### src/lsmt_ram.sv
module lsmt_ram #(
	parameter int WIDTH = 8,
	parameter int DEPTH = 16
) (
	input  logic                           clk,
	input  logic                           we,
	input  logic [$clog2(DEPTH)-1:0]       waddr,
	input  logic [WIDTH-1:0]               wdata,
	input  logic                           re,
	input  logic [$clog2(DEPTH)-1:0]       raddr,
	output logic [WIDTH-1:0]               rdata
);

	logic [WIDTH-1:0] mem [DEPTH];

	always_ff @(posedge clk) begin
		if (we) begin
			mem[waddr] <= wdata;
		end
		if (re) begin
			rdata <= mem[raddr];
		end
	end

endmodule

### config.mk
export PLATFORM = sky130hd
export DESIGN_NAME = lsmt_ram
export DESIGN_NICKNAME = d
export VERILOG_FILES = /design/src/lsmt_ram.sv
export SDC_FILE = /design/constraint.sdc
export NUM_CORES = 1
export LEC_CHECK = 0
export ABC_AREA = 1
export CAP_MARGIN = 20
export CORE_MARGIN = 10
export CORE_UTILIZATION = 45
export CTS_CLUSTER_DIAMETER = 120
export CTS_CLUSTER_SIZE = 25
export DETAILED_ROUTE_END_ITERATION = 7
export DONT_BUFFER_PORTS = 1
export GPL_TIMING_DRIVEN = 0
export PLACE_DENSITY_LB_ADDON = 0.08
export SLEW_MARGIN = 20
export SYNTH_ARGS = -nofsm -noshare
export SYNTH_HDL_FRONTEND = slang
export SYNTH_SLANG_ARGS = --single-unit
### constraint.sdc
create_clock -name clk -period 1.2 [get_ports clk]
set_input_delay 0.24 -clock clk [delete_from_list [all_inputs] [get_ports clk]]
set_output_delay 0.24 -clock clk [all_outputs]
set_load 0.01 [all_outputs]
# After elaboration in Yosys (flattened, before gate mapping)
# Memory sizes are Yosys's and may differ from the RTL's. A register that Yosys moved wholly into a read port is not among the register bits.
# Index checks and enable logic that the tools add are counted.
dict set report op_classes {
  n_addsub 0
  multipliers 0
  div_mod_pow 0
  n_lt_le_gt_ge 0
  eq_ne 0
  n_shift 0
  n_mux 2
  bitwise_logic 0
  reduce_logical 0
}
# op n
set op_table {}
lappend op_table {{1-bit two-way mux} 2}
dict set report totals {
  ff_bits 0
  latch_bits 0
  ram_bits 128
  rom_bits 0
  in_bits 19
  out_inout_bits 8
  wordCells 3
  memories 1
}
# name depth word_bits rd rd_clocked_by_memory_dff wr line_no
set memory_table {}
lappend memory_table {mem 16 8 1 1 1 14} ;# logic [WIDTH-1:0] mem [DEPTH];

# Logic depth before layout (Yosys ltp)
# Gate-level depths: netlist (run 1).
dict set report depth {
  word_depth 2
  mapped_depth 8
  mapped_depth_nobuf 7
}

# Worst setup path after synthesis (run 1)
# No wires, ideal clock.
dict set report synth_path {
  path_kind {input -> register}
  startpoint {input waddr[3]}
  endpoint {memory mem[4][0], enable pin}
  setup_time_ns 0.370
  arrival_ns 0.821
  required_ns 0.830
  slack_ns 0.009
  path_stages 2
  path_buffers 0
  path_cell_list {nand3b_1 -> nor2_1}
}
# element line_no
set synth_rtl {}
lappend synth_rtl {{from (decl)} 7} ;# input logic [$clog2(DEPTH)-1:0] waddr,
lappend synth_rtl {{to (decl)} 14}
# No word-level cell before the write port.

# Worst setup path after layout (run 1)
dict set report layout_path {
  startpoint {input wdata[0]}
  endpoint {memory mem[4][0] (data pin)}
}
# element line_no
set layout_rtl {}
lappend layout_rtl {{from (decl)} 8} ;# input logic [WIDTH-1:0] wdata,
# No word-level cell before the write port.

==> flow_results.org, run 1 <==
** CTS
- Maximum number of buffers from clock root to sink :: 2
- Clock tree synthesis selected as its root buffer the cell sky130_fd_sc_hd__clkbuf_16.
- Clk_lat worst skew :: 420 ps
- Sinks on the clock net :: 136
- In this run the number of H-tree levels came out at 4.
- After clock tree synthesis, the setup repair step added 0 buffers.
- Buffers inserted during clock tree synthesis total 17.
- TritonCTS clock tree :: built
- Clock-pin slew was measured on the worst setup and hold paths at 60 ps.

** Timing
- Setup repair after global routing could not meet its margin everywhere.
- Final worst slack :: -66.9 ps
- Setup violations remaining at the end of the flow were counted as 16.
- Subtracting the final worst setup slack from the clock period gives 1270 ps.
- Max-Slew Margin vs Limit :: 0.407
- Clock skew on the completed layout was measured at 4.78 ps.
- Timing-limited maximum frequency :: 789 MHz
- Final TNS setup :: -1030 ps
- Post-route fraction of the period consumed by the critical path :: 1.06
- At the pin with the least slew margin, the transition time is 886 ps.
- Final slew viol count :: 0
- Number of failing hold endpoints at the final stage :: 0

** Synthesis
- Yosys warns :: 0
- Yosys mapped the design onto 11 distinct sky130hd cell types.
- Yosys reg bits :: 136
- Sequential share of the synthesized area :: 0.698
- Mapped cell area :: 5850 um^2
- The number of nets in the synthesized netlist is 570.
- In the synthesized netlist, the number of instances is 551.
- Averaged over all synthesized cells, the footprint is 10.6 um^2.

** Routing
- Summed over all layers, the routed wires come to 14600 um.
- Drt first-iter violations :: 427
- Number of iterations in the first detailed-routing pass :: 5
- Avg WL per Cell :: 19.1 um
- Detailed routing inserted a total of 3760 vias.
- In this run the remaining antenna-violating nets after routing total 0.
- Using the TritonRoute via totals, the vias-per-cell ratio works out to 4.92.
- After detailed routing, the number of remaining DRC violations is 0.

** Hold path
- The worst hold path was traced through 2 stages.
- Path type of the worst min-delay path :: input pin to flop

** Placed design
- Quantity of I/O buffers inserted on ports :: 0
- At the end of routability-driven placement, the weighted congestion stood at 0.837.
- HPWL after DPL :: 9580 um

** Run status
- The flow ran to the end, but the final reports show violations.
- Violated checks :: setup timing

** Die
- After floorplanning, the core was divided into 41 placement rows.
- The die covers 18000 um^2.
- Die Y :: 134 um
- The region available for standard cell placement spans 12700 um^2.
- Initial standard-cell utilization of the core :: 0.461
- Horizontal die dimension :: 134 um
- Number of top-level pins :: 27

** Worst setup path
- The largest single stage delay on the critical path is 1120 ps.
- Series of cell instances along the critical path :: dlygate4sd3_1
- Stages on the worst setup path :: 1
- Family with the most delay on the worst path :: buffers and inverters
- Crit path max fanout :: 16
- Type of the setup path with the least slack :: input pin to flop
- Counting both buffers and inverters, the worst setup path holds a total of 1.
- Worst Setup End Kind :: flop
- Data required time at the worst endpoint :: 1300 ps
- Sort of element at the start of the critical path :: input pin
- Max stage delay cell, worst path :: sky130_fd_sc_hd__dlygate4sd3_1
- The worst register-to-register path has a depth of 6.
- For the worst setup path, the data arrival time is 1360 ps.

** Layout
- From synthesis to final layout, the design area changed by 16.5%.
- The filler cells instantiated in the layout total 1134.
- Fraction of layout cells with a size suffix above 1 :: 0.110
- For this run, the post-layout net count is 598.
- At the end of the flow the core is filled with cells to 0.538.

** Global route
- In the global route stage, overall resource usage came out at 0.168.
- Entering global routing, the biggest net connects 17 pins.
- The via count of the first global-routing pass is 3628.
- Wire length of the first global-routing pass :: 22200 um
- After global routing the overflow that remains totals 0.
- The number of antenna violations at the first check in global routing was 2.

** Pwr
- The analysis attributes to cell leakage a power of 0.00290 uW.
- Worst voltage drop across the vdd grid :: 0.000849 V
- Power density over the cells :: 1670 nW/um^2

** Flow run
- Max-cap violations in this run came to 0.
-- placed cells by master, fill, tap and decap left out, drive strengths merged --
master	count
buf	24
bufinv	4
clkbuf	20
clkinv	6
clkinvlp	1
diode	2
dlygate4sd3	7
dlymetal6s4s	2
edfxtp	136
inv	102
nand2	173
nand3	97
nand3b	2
nor2	17
-- final cells by class --
class / instances / area, um^2 / area share
buffer: 24 / 166 / 0.0244
sequential: 136 / 4080 / 0.599
clock buffer: 20 / 437 / 0.0641
timing repair buffer: 9 / 95.1 / 0.0140
clock inverter: 11 / 155 / 0.0228
tap: 172 / 215 / 0.0316
inverter: 102 / 383 / 0.0562
antenna: 2 / 5.00 / 0.000734
multi-input combinational: 289 / 1270 / 0.187
-- timing repair --
item / in CTS / in global routing
resized for setup: 1 / 15
pin swaps: 0 / 1
hold buffers: 8 / 1
endpoints found under the setup margin: 8 / 70
hold endpoints to repair: 136 / 16
-- kinds of logic after synthesis --
logic type / after synthesis / synth area share
flops: 136 / 0.698
buf+inv: 126 / 0.0939
simple gates: 289 / 0.208
-- synthesized netlist by cell type --
cell type / instances / area (um^2)
sky130_fd_sc_hd__buf_6: 6 / 67.6
sky130_fd_sc_hd__inv_2: 2 / 7.51
sky130_fd_sc_hd__nor2_1: 17 / 63.8
sky130_fd_sc_hd__edfxtp_1: 136 / 4080
sky130_fd_sc_hd__nand2_1: 173 / 649
sky130_fd_sc_hd__buf_4: 4 / 30.0
sky130_fd_sc_hd__inv_1: 100 / 375
sky130_fd_sc_hd__nand3b_1: 2 / 15.0
sky130_fd_sc_hd__buf_2: 13 / 65.1
sky130_fd_sc_hd__buf_1: 1 / 3.75
sky130_fd_sc_hd__nand3_1: 97 / 485
-- layer usage --
layer	routed length [um]	GRT usage	share of wire	up-vias
met1	7130	0.238	0.49	1781
met5	0	0	0	-
met4	175	0.0605	0.012	0
li1	-	-	-	1841
met2	6370	0.237	0.44	122
met3	952	0.0508	0.065	16
-- worst paths after layout --
check / to / slack [ps] / startpoint
worst min register to register: rdata[3]$_DFFE_PP_ / 810 / mem[6][3]$_DFFE_PP_
worst max register to register: rdata[7]$_DFFE_PP_ / 40 / mem[8][7]$_DFFE_PP_
worst min-delay path: mem[7][6]$_DFFE_PP_ / 290 / waddr[1]
worst max-delay path: mem[4][0]$_DFFE_PP_ / -70 / wdata[0]
-- state kept, by name, indices dropped and copies added (netlist names) --
register and count:
rdata 8, mem 128
-- metrics by stage --
stage,setup slack [ps],area [um^2],hold WS [ps],power (uW),std cells
floorplan,9.16,5850,339,5860,551
global placement,-480,6060,340,6040,723
detailed placement,-511,6060,340,6050,723
CTS,0.703,6740,-97.4,11400,762
global route,-63.4,6810,308,11700,764
finish,-66.9,6810,292,11400,765
-- where the power goes --
group	switching, uW	total [uW]	leakage [uW]	internal [uW]
registers	39.2	5400	0.00124	5360
logic	490	685	0.00138	195
clock network	1860	5290	0.000289	3430
total	2390	11400	0.00290	8980
Note: power is estimated with default switching activity, not from simulation.
==> run 2, diff against run 1 <==
--- a/config.mk
+++ b/config.mk
@@ -9,6 +9,7 @@
 export CAP_MARGIN = 20
 export CORE_MARGIN = 10
 export CORE_UTILIZATION = 45
+export CTS_BUF_LIST = sky130_fd_sc_hd__clkbuf_2 sky130_fd_sc_hd__clkbuf_4 sky130_fd_sc_hd__clkbuf_8
 export CTS_CLUSTER_DIAMETER = 120
 export CTS_CLUSTER_SIZE = 25
 export DETAILED_ROUTE_END_ITERATION = 7
==> flow_results.org, run 2 (synthesis gave the netlist of run 1 again) <==
** Worst setup path
- The critical-path cell with the highest stage delay was sky130_fd_sc_hd__nor2_1 (was sky130_fd_sc_hd__dlygate4sd3_1).
- Series of cell instances along the critical path :: nand3b_1 -> nor2_1 (was dlygate4sd3_1)
- The critical path data arrival time was 1270 ps (was 1360 ps).
- The startpoint kind of the worst setup timing path is an input pin (unchanged).
- The top cell family by delay on the critical path is simple AND/OR/NAND/NOR gates (was buffers and inverters).
- Crit path max fanout :: 8 (was 16)
- The number of buffers and inverters on the critical path was 0 (was 1).
- The critical path class is input pin to flop (unchanged).
- The maximum single-stage delay on the critical path was 730 ps (was 1120 ps).
- Worst Setup End Kind :: flop (unchanged)
- Data required time at the worst endpoint :: 1270 ps (was 1300 ps)

** Routing
- Count of unresolved DRC violations after routing :: 0 (unchanged)
- The average via count per standard cell is 4.99 (was 4.92).
- The number of detailed-route iterations in the first pass is 5 (unchanged).
- The sum of routed wire length over all layers is 14600 um (about the same).
- The detailed-route wire length per cell is 19.1 um (about the same).
- Via count :: 3809 (was 3760)
- Number of nets with antenna violations after routing :: 0 (unchanged)
- Drt first-iter violations :: 443 (was 427)

** Pwr
- The switching share of power is 0.220 (was 0.210).
- The share of total power in the clock network is 0.395 (was 0.465).
- Proportion of power drawn by combinational gates :: 0.068 (was 0.060)
- The worst voltage drop across the vdd grid came to 0.000820 V (was 0.000849 V).
- The power density relative to cell area was 1520 nW/um^2 (was 1670 nW/um^2).
- Power Total :: 10000 uW (was 11400 uW)
- Register share of total power :: 0.537 (was 0.475)
- The switching power summed over all nets came to 2210 uW (was 2390 uW).
- Cell-internal power :: 7840 uW (was 8980 uW)
- Static leakage :: 0.00282 uW (was 0.00290 uW)

** Flow run
- # Max-Cap Violations :: 0 (unchanged)

** CTS
- Sinks on the clock net :: 136 (unchanged)
- TritonCTS clock tree :: built (unchanged)
- The buffer cell driving the clock tree root is sky130_fd_sc_hd__clkbuf_8 (was sky130_fd_sc_hd__clkbuf_16).
- The TritonCTS buffer count came to 17 (unchanged).
- The H-tree depth reported by CTS is 4 (unchanged).
- The source-to-sink clock delay at the later pin of the worst-skew pair came to 440 ps (was 420 ps).
- The clock transition time at the flip-flop clock pins of the worst setup and hold paths came to 80 ps (was 60 ps).
- The maximum buffer depth of the clock tree is 2 (unchanged).

** Timing
- Max-Slew Margin vs Limit :: 0.422 (was 0.407)
- The pin slew with the least headroom to its limit was 867 ps (was 886 ps).
- The count of endpoints failing hold in the final timing report was 0 (unchanged).
- The post-route clock skew came to 5.30 ps (was 4.78 ps).
- Timing-limited maximum frequency :: 832 MHz (was 789 MHz)
- The number of max-slew violations in the final report came to 0 (unchanged).
- Post-route fraction of the period consumed by the critical path :: 1.00 (was 1.06)
- The worst setup slack after layout is -2.26 ps (was -66.9 ps).
- The worst slack on hold paths is 274 ps (was 292 ps).
- Count of final setup violators :: 5 (was 16)
- Post-layout minimum cycle time :: 1200 ps (was 1270 ps)
- RSZ-0062 raised after global routing: true (unchanged).

** Layout
- The total non-filler cell area in the finished layout is 6630 um^2 (was 6810 um^2).
- The growth of design area from synthesis to finish is 13.4% (was 16.5%).
- Max FFs per register :: 128 (unchanged)
- The register containing the most flip-flops in the final layout is mem (unchanged).
- Commonest non-fill, non-tap cells in the layout: 172 x sky130_fd_sc_hd__nand2_1, 136 x sky130_fd_sc_hd__edfxtp_1, 100 x sky130_fd_sc_hd__inv_1 (unchanged).
- Count of nets after finishing :: 598 (unchanged)
- Fraction of layout cells with a size suffix above 1 :: 0.115 (was 0.110)
- Largest registers: mem: 128 flops, rdata: 8 flops (unchanged).
- The commonest non-fill, non-tap cell in the layout is sky130_fd_sc_hd__nand2_1 (unchanged).
- Count of inserted antenna diode cells :: 0 (was 2)
- The filler-free cell count of the finished design was 763 (was 765).

** Global route
- Number of global-route vias before repair :: 3602 (was 3628)
- Wire length of the first global-routing pass :: 22200 um (about the same)
- The total overflow reported by the global router is 0 (unchanged).
- Initial antenna violation count :: 0 (was 2)
- GR Util All Layers :: 0.168 (about the same)
- The global routing met2 resource utilization is 0.235 (was 0.237).
- The fraction of met1 tracks used by global routing was 0.243 (was 0.238).
- Peak-usage layer in the global routing report :: met1 (unchanged)
- Met3 routing resource usage after global routing :: 0.0444 (was 0.0508)
- The pin count of the biggest net entering global routing came to 17 (unchanged).

** Placed design
- The placed instance count is 723 (unchanged).
- HPWL after DPL :: 9580 um (unchanged)
- Final weighted congestion of routability-driven global placement :: 0.837 (unchanged)
- The standard cell area after detailed placement came to 6060 um^2 (unchanged).
- Quantity of I/O buffers inserted on ports :: 0 (unchanged)

** Die
- Die Y :: 134 um (unchanged)
- Die footprint :: 18000 um^2 (unchanged)
- The number of standard-cell rows in the floorplan came to 41 (unchanged).
- Number of top-level pins :: 27 (unchanged)
- The die boundary width is 134 um (unchanged).
- Initial standard-cell utilization of the core :: 0.461 (unchanged)
- The area of the core was 12700 um^2 (unchanged).

** Hold path
- Path type of the worst min-delay path :: input pin to flop (unchanged)

** Run status
- Violated checks: setup timing (unchanged).
- Result of the run :: complete, but fails checks (unchanged)
==> run 2: final timing paths <==
check                  startpoint                  end  slack, ps  cells past startpoint
min reg2reg   mem[6][3]$_DFFE_PP_   rdata[3]$_DFFE_PP_        810                      6
min                      waddr[1]  mem[7][6]$_DFFE_PP_        270                      2
max                      waddr[3]  mem[6][5]$_DFFE_PP_         -2                      2
max reg2reg  mem[15][0]$_DFFE_PP_   rdata[0]$_DFFE_PP_         30                      6
==> run 2: per-layer routing <==
| metal | vias to the layer above | wire, um | part of all wire |
|---|---|---|---|
| li1 | 1833 | - | - |
| met1 | 1816 | 7000 | 0.48 |
| met2 | 144 | 6320 | 0.43 |
| met3 | 16 | 1100 | 0.075 |
| met4 | 0 | 187 | 0.013 |
| met5 | - | 0 | 0 |
==> run 2: area by class of cell <==
cell class	instances	area (um^2)
Multi-Input combinational cell	289	1270
Timing Repair Buffer	9	95.1
Buffer	24	166
Inverter	102	383
Fill cell	1154	6040
Clock buffer	20	256
Tap cell	172	215
Clock inverter	11	155
Sequential cell	136	4080
==> run 2: repair_timing <==
item / CTS / global route
setup buffers: 0 / 0
hold endpoints to repair: 136 / 0
hold buffers: 9 / 0
resized for setup: 1 / 15
pin swaps: 0 / 1
setup endpoints to repair: 8 / 65
==> run 2: stage by stage <==
step	TNS, ps	worst slack [ps]	utilization
detailed placement	-43290	-511	0.478
floorplan	0	9.16	-
CTS	0	0.865	0.518
global placement	-40120	-480	0.478
finish	-9.79	-2.26	0.523
global route	-213	-21.6	0.523
==> run 2: power groups by stage <==
| stage | clock [uW] | combinational, uW | sequential [uW] |
|---|---|---|---|
| 6_report | 3970 | 688 | 5390 |
| 5_1_grt | 4220 | 753 | 5400 |
| 4_1_cts | 4020 | 663 | 5390 |
| 3_5_place_dp | 0 | 550 | 5500 |
| 3_3_place_gp | 0 | 545 | 5490 |
| 2_1_floorplan | 0 | 375 | 5490 |
==> run 3, diff against run 2 <==
--- a/config.mk
+++ b/config.mk
@@ -7,8 +7,10 @@
 export LEC_CHECK = 0
 export ABC_AREA = 1
 export CAP_MARGIN = 20
+export CELL_PAD_IN_SITES_DETAIL_PLACEMENT = 0
+export CELL_PAD_IN_SITES_GLOBAL_PLACEMENT = 2
 export CORE_MARGIN = 10
-export CORE_UTILIZATION = 45
+export CORE_UTILIZATION = 40
 export CTS_BUF_LIST = sky130_fd_sc_hd__clkbuf_2 sky130_fd_sc_hd__clkbuf_4 sky130_fd_sc_hd__clkbuf_8
 export CTS_CLUSTER_DIAMETER = 120
 export CTS_CLUSTER_SIZE = 25
==> flow_results.org, run 3 (synthesis gave the netlist of run 1 again) <==
** CTS
- The total clock sinks came to 136 (unchanged).
- The buffer cell driving the clock tree root was sky130_fd_sc_hd__clkbuf_8 (unchanged).
- Maximum number of buffers from clock root to sink :: 2 (unchanged)
- The post-CTS setup buffer count was 0 (unchanged).
- TritonCTS clock tree :: built (unchanged)
- Clock transition at path regs :: 80 ps (about the same)
- Number of buffers created by CTS :: 17 (unchanged)
- The H-tree depth reported by CTS came to 4 (unchanged).
- Clk_lat worst skew :: 450 ps (was 440 ps)

** Layout
- Commonest non-fill, non-tap cells in the layout: 171 x sky130_fd_sc_hd__nand2_1, 136 x sky130_fd_sc_hd__edfxtp_1, 100 x sky130_fd_sc_hd__inv_1 (was 172 x sky130_fd_sc_hd__nand2_1, 136 x sky130_fd_sc_hd__edfxtp_1, 100 x sky130_fd_sc_hd__inv_1).
- Final-layout fill cell count :: 1354 (was 1154)
- The filler-free cell count of the finished design was 777 (was 763).
- Register area :: 4080 um^2 (unchanged)
- Combined area of the multi-input logic cells :: 1330 um^2 (was 1270 um^2)
- The net count of the finished layout came to 598 (unchanged).
- The fraction of final layout cells sized beyond drive strength 1 is 0.137 (was 0.115).
- The total non-filler cell area in the finished layout is 6780 um^2 (was 6630 um^2).
- Max FFs per register :: 128 (unchanged)
- Register ranked first by flip-flop count :: mem (unchanged)
- Most common library cell in the layout ignoring fill and taps :: sky130_fd_sc_hd__nand2_1 (unchanged)
- The growth of design area from synthesis to finish was 16.0% (was 13.4%).
- Largest registers: mem: 128 flops, rdata: 8 flops (unchanged).

** Global route
- The pin count of the biggest net entering global routing came to 17 (unchanged).
- Initial antenna violation count :: 1 (was 0)
- The global-route wire length before repair came to 23200 um (was 22200 um).
- Remaining global-route overflow :: 0 (unchanged)
- The via count of the first global-routing pass was 3572 (was 3602).
- GR Util All Layers :: 0.163 (was 0.168)

** Die
- The floorplan die height was 141 um (was 134 um).
- Number of top-level pins :: 27 (unchanged)
- Die footprint :: 19900 um^2 (was 18000 um^2)
- The area of the core was 14400 um^2 (was 12700 um^2).
- Initial standard-cell utilization of the core :: 0.405 (was 0.461)
- Horizontal die dimension :: 141 um (was 134 um)
- The number of standard-cell rows in the floorplan was 44 (was 41).

** Timing
- Timing-limited maximum frequency :: 842 MHz (was 832 MHz)
- The post-route clock skew came to 8.25 ps (was 5.30 ps).
- The number of max-slew violations in the final report was 0 (unchanged).
- Final TNS setup :: 0 ps (was -9.79 ps)
- RSZ-0062 raised after global routing :: true (unchanged)
- The count of endpoints failing hold in the final timing report was 0 (unchanged).
- The pin slew with the least headroom to its limit is 988 ps (was 867 ps).
- Post-layout minimum cycle time :: 1190 ps (was 1200 ps)
- Final worst slack :: 12.7 ps (was -2.26 ps)
- Post-route fraction of the period consumed by the critical path :: 0.989 (was 1.00)
- The worst-case headroom to the max-slew limit came to 0.339 (was 0.422).
- Count of final setup violators :: 0 (was 5)

** Routing
- Count of unresolved DRC violations after routing :: 0 (unchanged)
- The number of detailed-route iterations in the first pass was 5 (unchanged).
- The detailed-route wire length per cell came to 20.3 um (was 19.1 um).
- Detailed-route wire length :: 15800 um (was 14600 um)
- The number of nets with antenna violations after detailed routing came to 0 (unchanged).
- Vias per cell :: 4.85 (was 4.99)
- Drt first-iter violations :: 277 (was 443)
- The via count is 3765 (was 3809).

** Worst setup path
- The critical path class is input pin to flop (unchanged).
- The required time of the worst setup path is 1270 ps (about the same).
- Series of cell instances along the critical path :: nand3b_1 -> nor2_1 (unchanged)
- The endpoint kind of the worst setup timing path is a flop (unchanged).
- Delay of the slowest cell on the worst path :: 790 ps (was 730 ps)
- Setup crit start :: waddr[3] (unchanged)
- The number of buffers and inverters on the critical path came to 0 (unchanged).
- The top cell family by delay on the critical path is simple AND/OR/NAND/NOR gates (unchanged).
- The startpoint kind of the worst setup timing path is an input pin (unchanged).
- The critical-path cell with the highest stage delay is sky130_fd_sc_hd__nor2_1 (unchanged).
- The maximum fanout encountered on the critical timing path was 8 (unchanged).
- Worst flop-to-flop path startpoint :: mem[10][2]$_DFFE_PP_ (was mem[15][0]$_DFFE_PP_)
- Critical path data arrival time :: 1260 ps (was 1270 ps)

** Pwr
- The leakage component of the power came to 0.00288 uW (was 0.00282 uW).
- The worst voltage drop across the vdd grid came to 0.000721 V (was 0.000820 V).
- Power Total :: 10800 uW (was 10000 uW)
- The power density relative to cell area is 1580 nW/um^2 (was 1520 nW/um^2).

** Placed design
- HPWL after DPL :: 10300 um (was 9580 um)
- Quantity of I/O buffers inserted on ports :: 0 (unchanged)
- Placed standard-cell area :: 6080 um^2 (was 6060 um^2)
- Total placed cells including tap cells :: 735 (was 723)
- Setup WS pre-CTS :: -466 ps (was -511 ps)
- The last weighted congestion value of the routability-driven placer came to 0.792 (was 0.837).

** Run status
- Result of the run :: completed (was complete, but fails checks)

** Flow run
- # Max-Cap Violations :: 0 (unchanged)

** Hold path
- The kind of path behind the tightest hold check is input pin to flop (unchanged).
- Hold Crit Start :: we (was waddr[1])
==> run 3: cell count changes in the layout (fill, tap and decap cells not counted), moves of 2 or more <==
cell                        delta
sky130_fd_sc_hd__bufinv_16     +3
sky130_fd_sc_hd__clkbuf_4      -2
sky130_fd_sc_hd__nand3_1      -11
sky130_fd_sc_hd__nand3_2      +11
==> run 3: power by group <==
part / internal (uW) / switching (uW)
sequential: 5350 / 38.4
combinational: 202 / 518
clock: 2900 / 1750
==> run 3: stage by stage <==
| stage | hold WS [ps] | utilization |
|---|---|---|
| finish | 300 | 0.470 |
| global route | 312 | 0.470 |
| CTS | 269 | 0.463 |
| detailed placement | 341 | 0.421 |
| global placement | 341 | 0.421 |
| floorplan | 339 | - |
==> run 3: final cells by class <==
class | instances | area share
Clock inverter | 14 | 0.0373
Multi-Input combinational cell | 289 | 0.196
Tap cell | 184 | 0.0339
Antenna cell | 1 | 0.000369
Clock buffer | 18 | 0.0356
Sequential cell | 136 | 0.602
Timing Repair Buffer | 9 | 0.0140
Inverter | 102 | 0.0564
Buffer | 24 | 0.0245
==> run 3: metal layers <==
metal,global-route usage,part of all wire
met1,0.226,0.49
met2,0.244,0.45
met3,0.0396,0.044
met4,0.0522,0.012
met5,0,0
==> run 3: final timing paths <==
check	to	slack, ps	cells after the start
setup / recovery	mem[6][1]$_DFFE_PP_	10	2
hold / removal	mem[2][5]$_DFFE_PP_	300	2
setup reg to reg	rdata[2]$_DFFE_PP_	20	6
hold reg to reg	rdata[6]$_DFFE_PP_	820	6
==> run 3: repair_timing <==
| action | 4_1_cts | 5_1_grt |
|---|---|---|
| pin swaps | 0 | 1 |
| hold buffers | 9 | 0 |
| gates cloned | 0 | 0 |
| hold endpoints to repair | 136 | 0 |
| endpoints found under the setup margin | 2 | 63 |
| gates resized for setup | 2 | 25 |
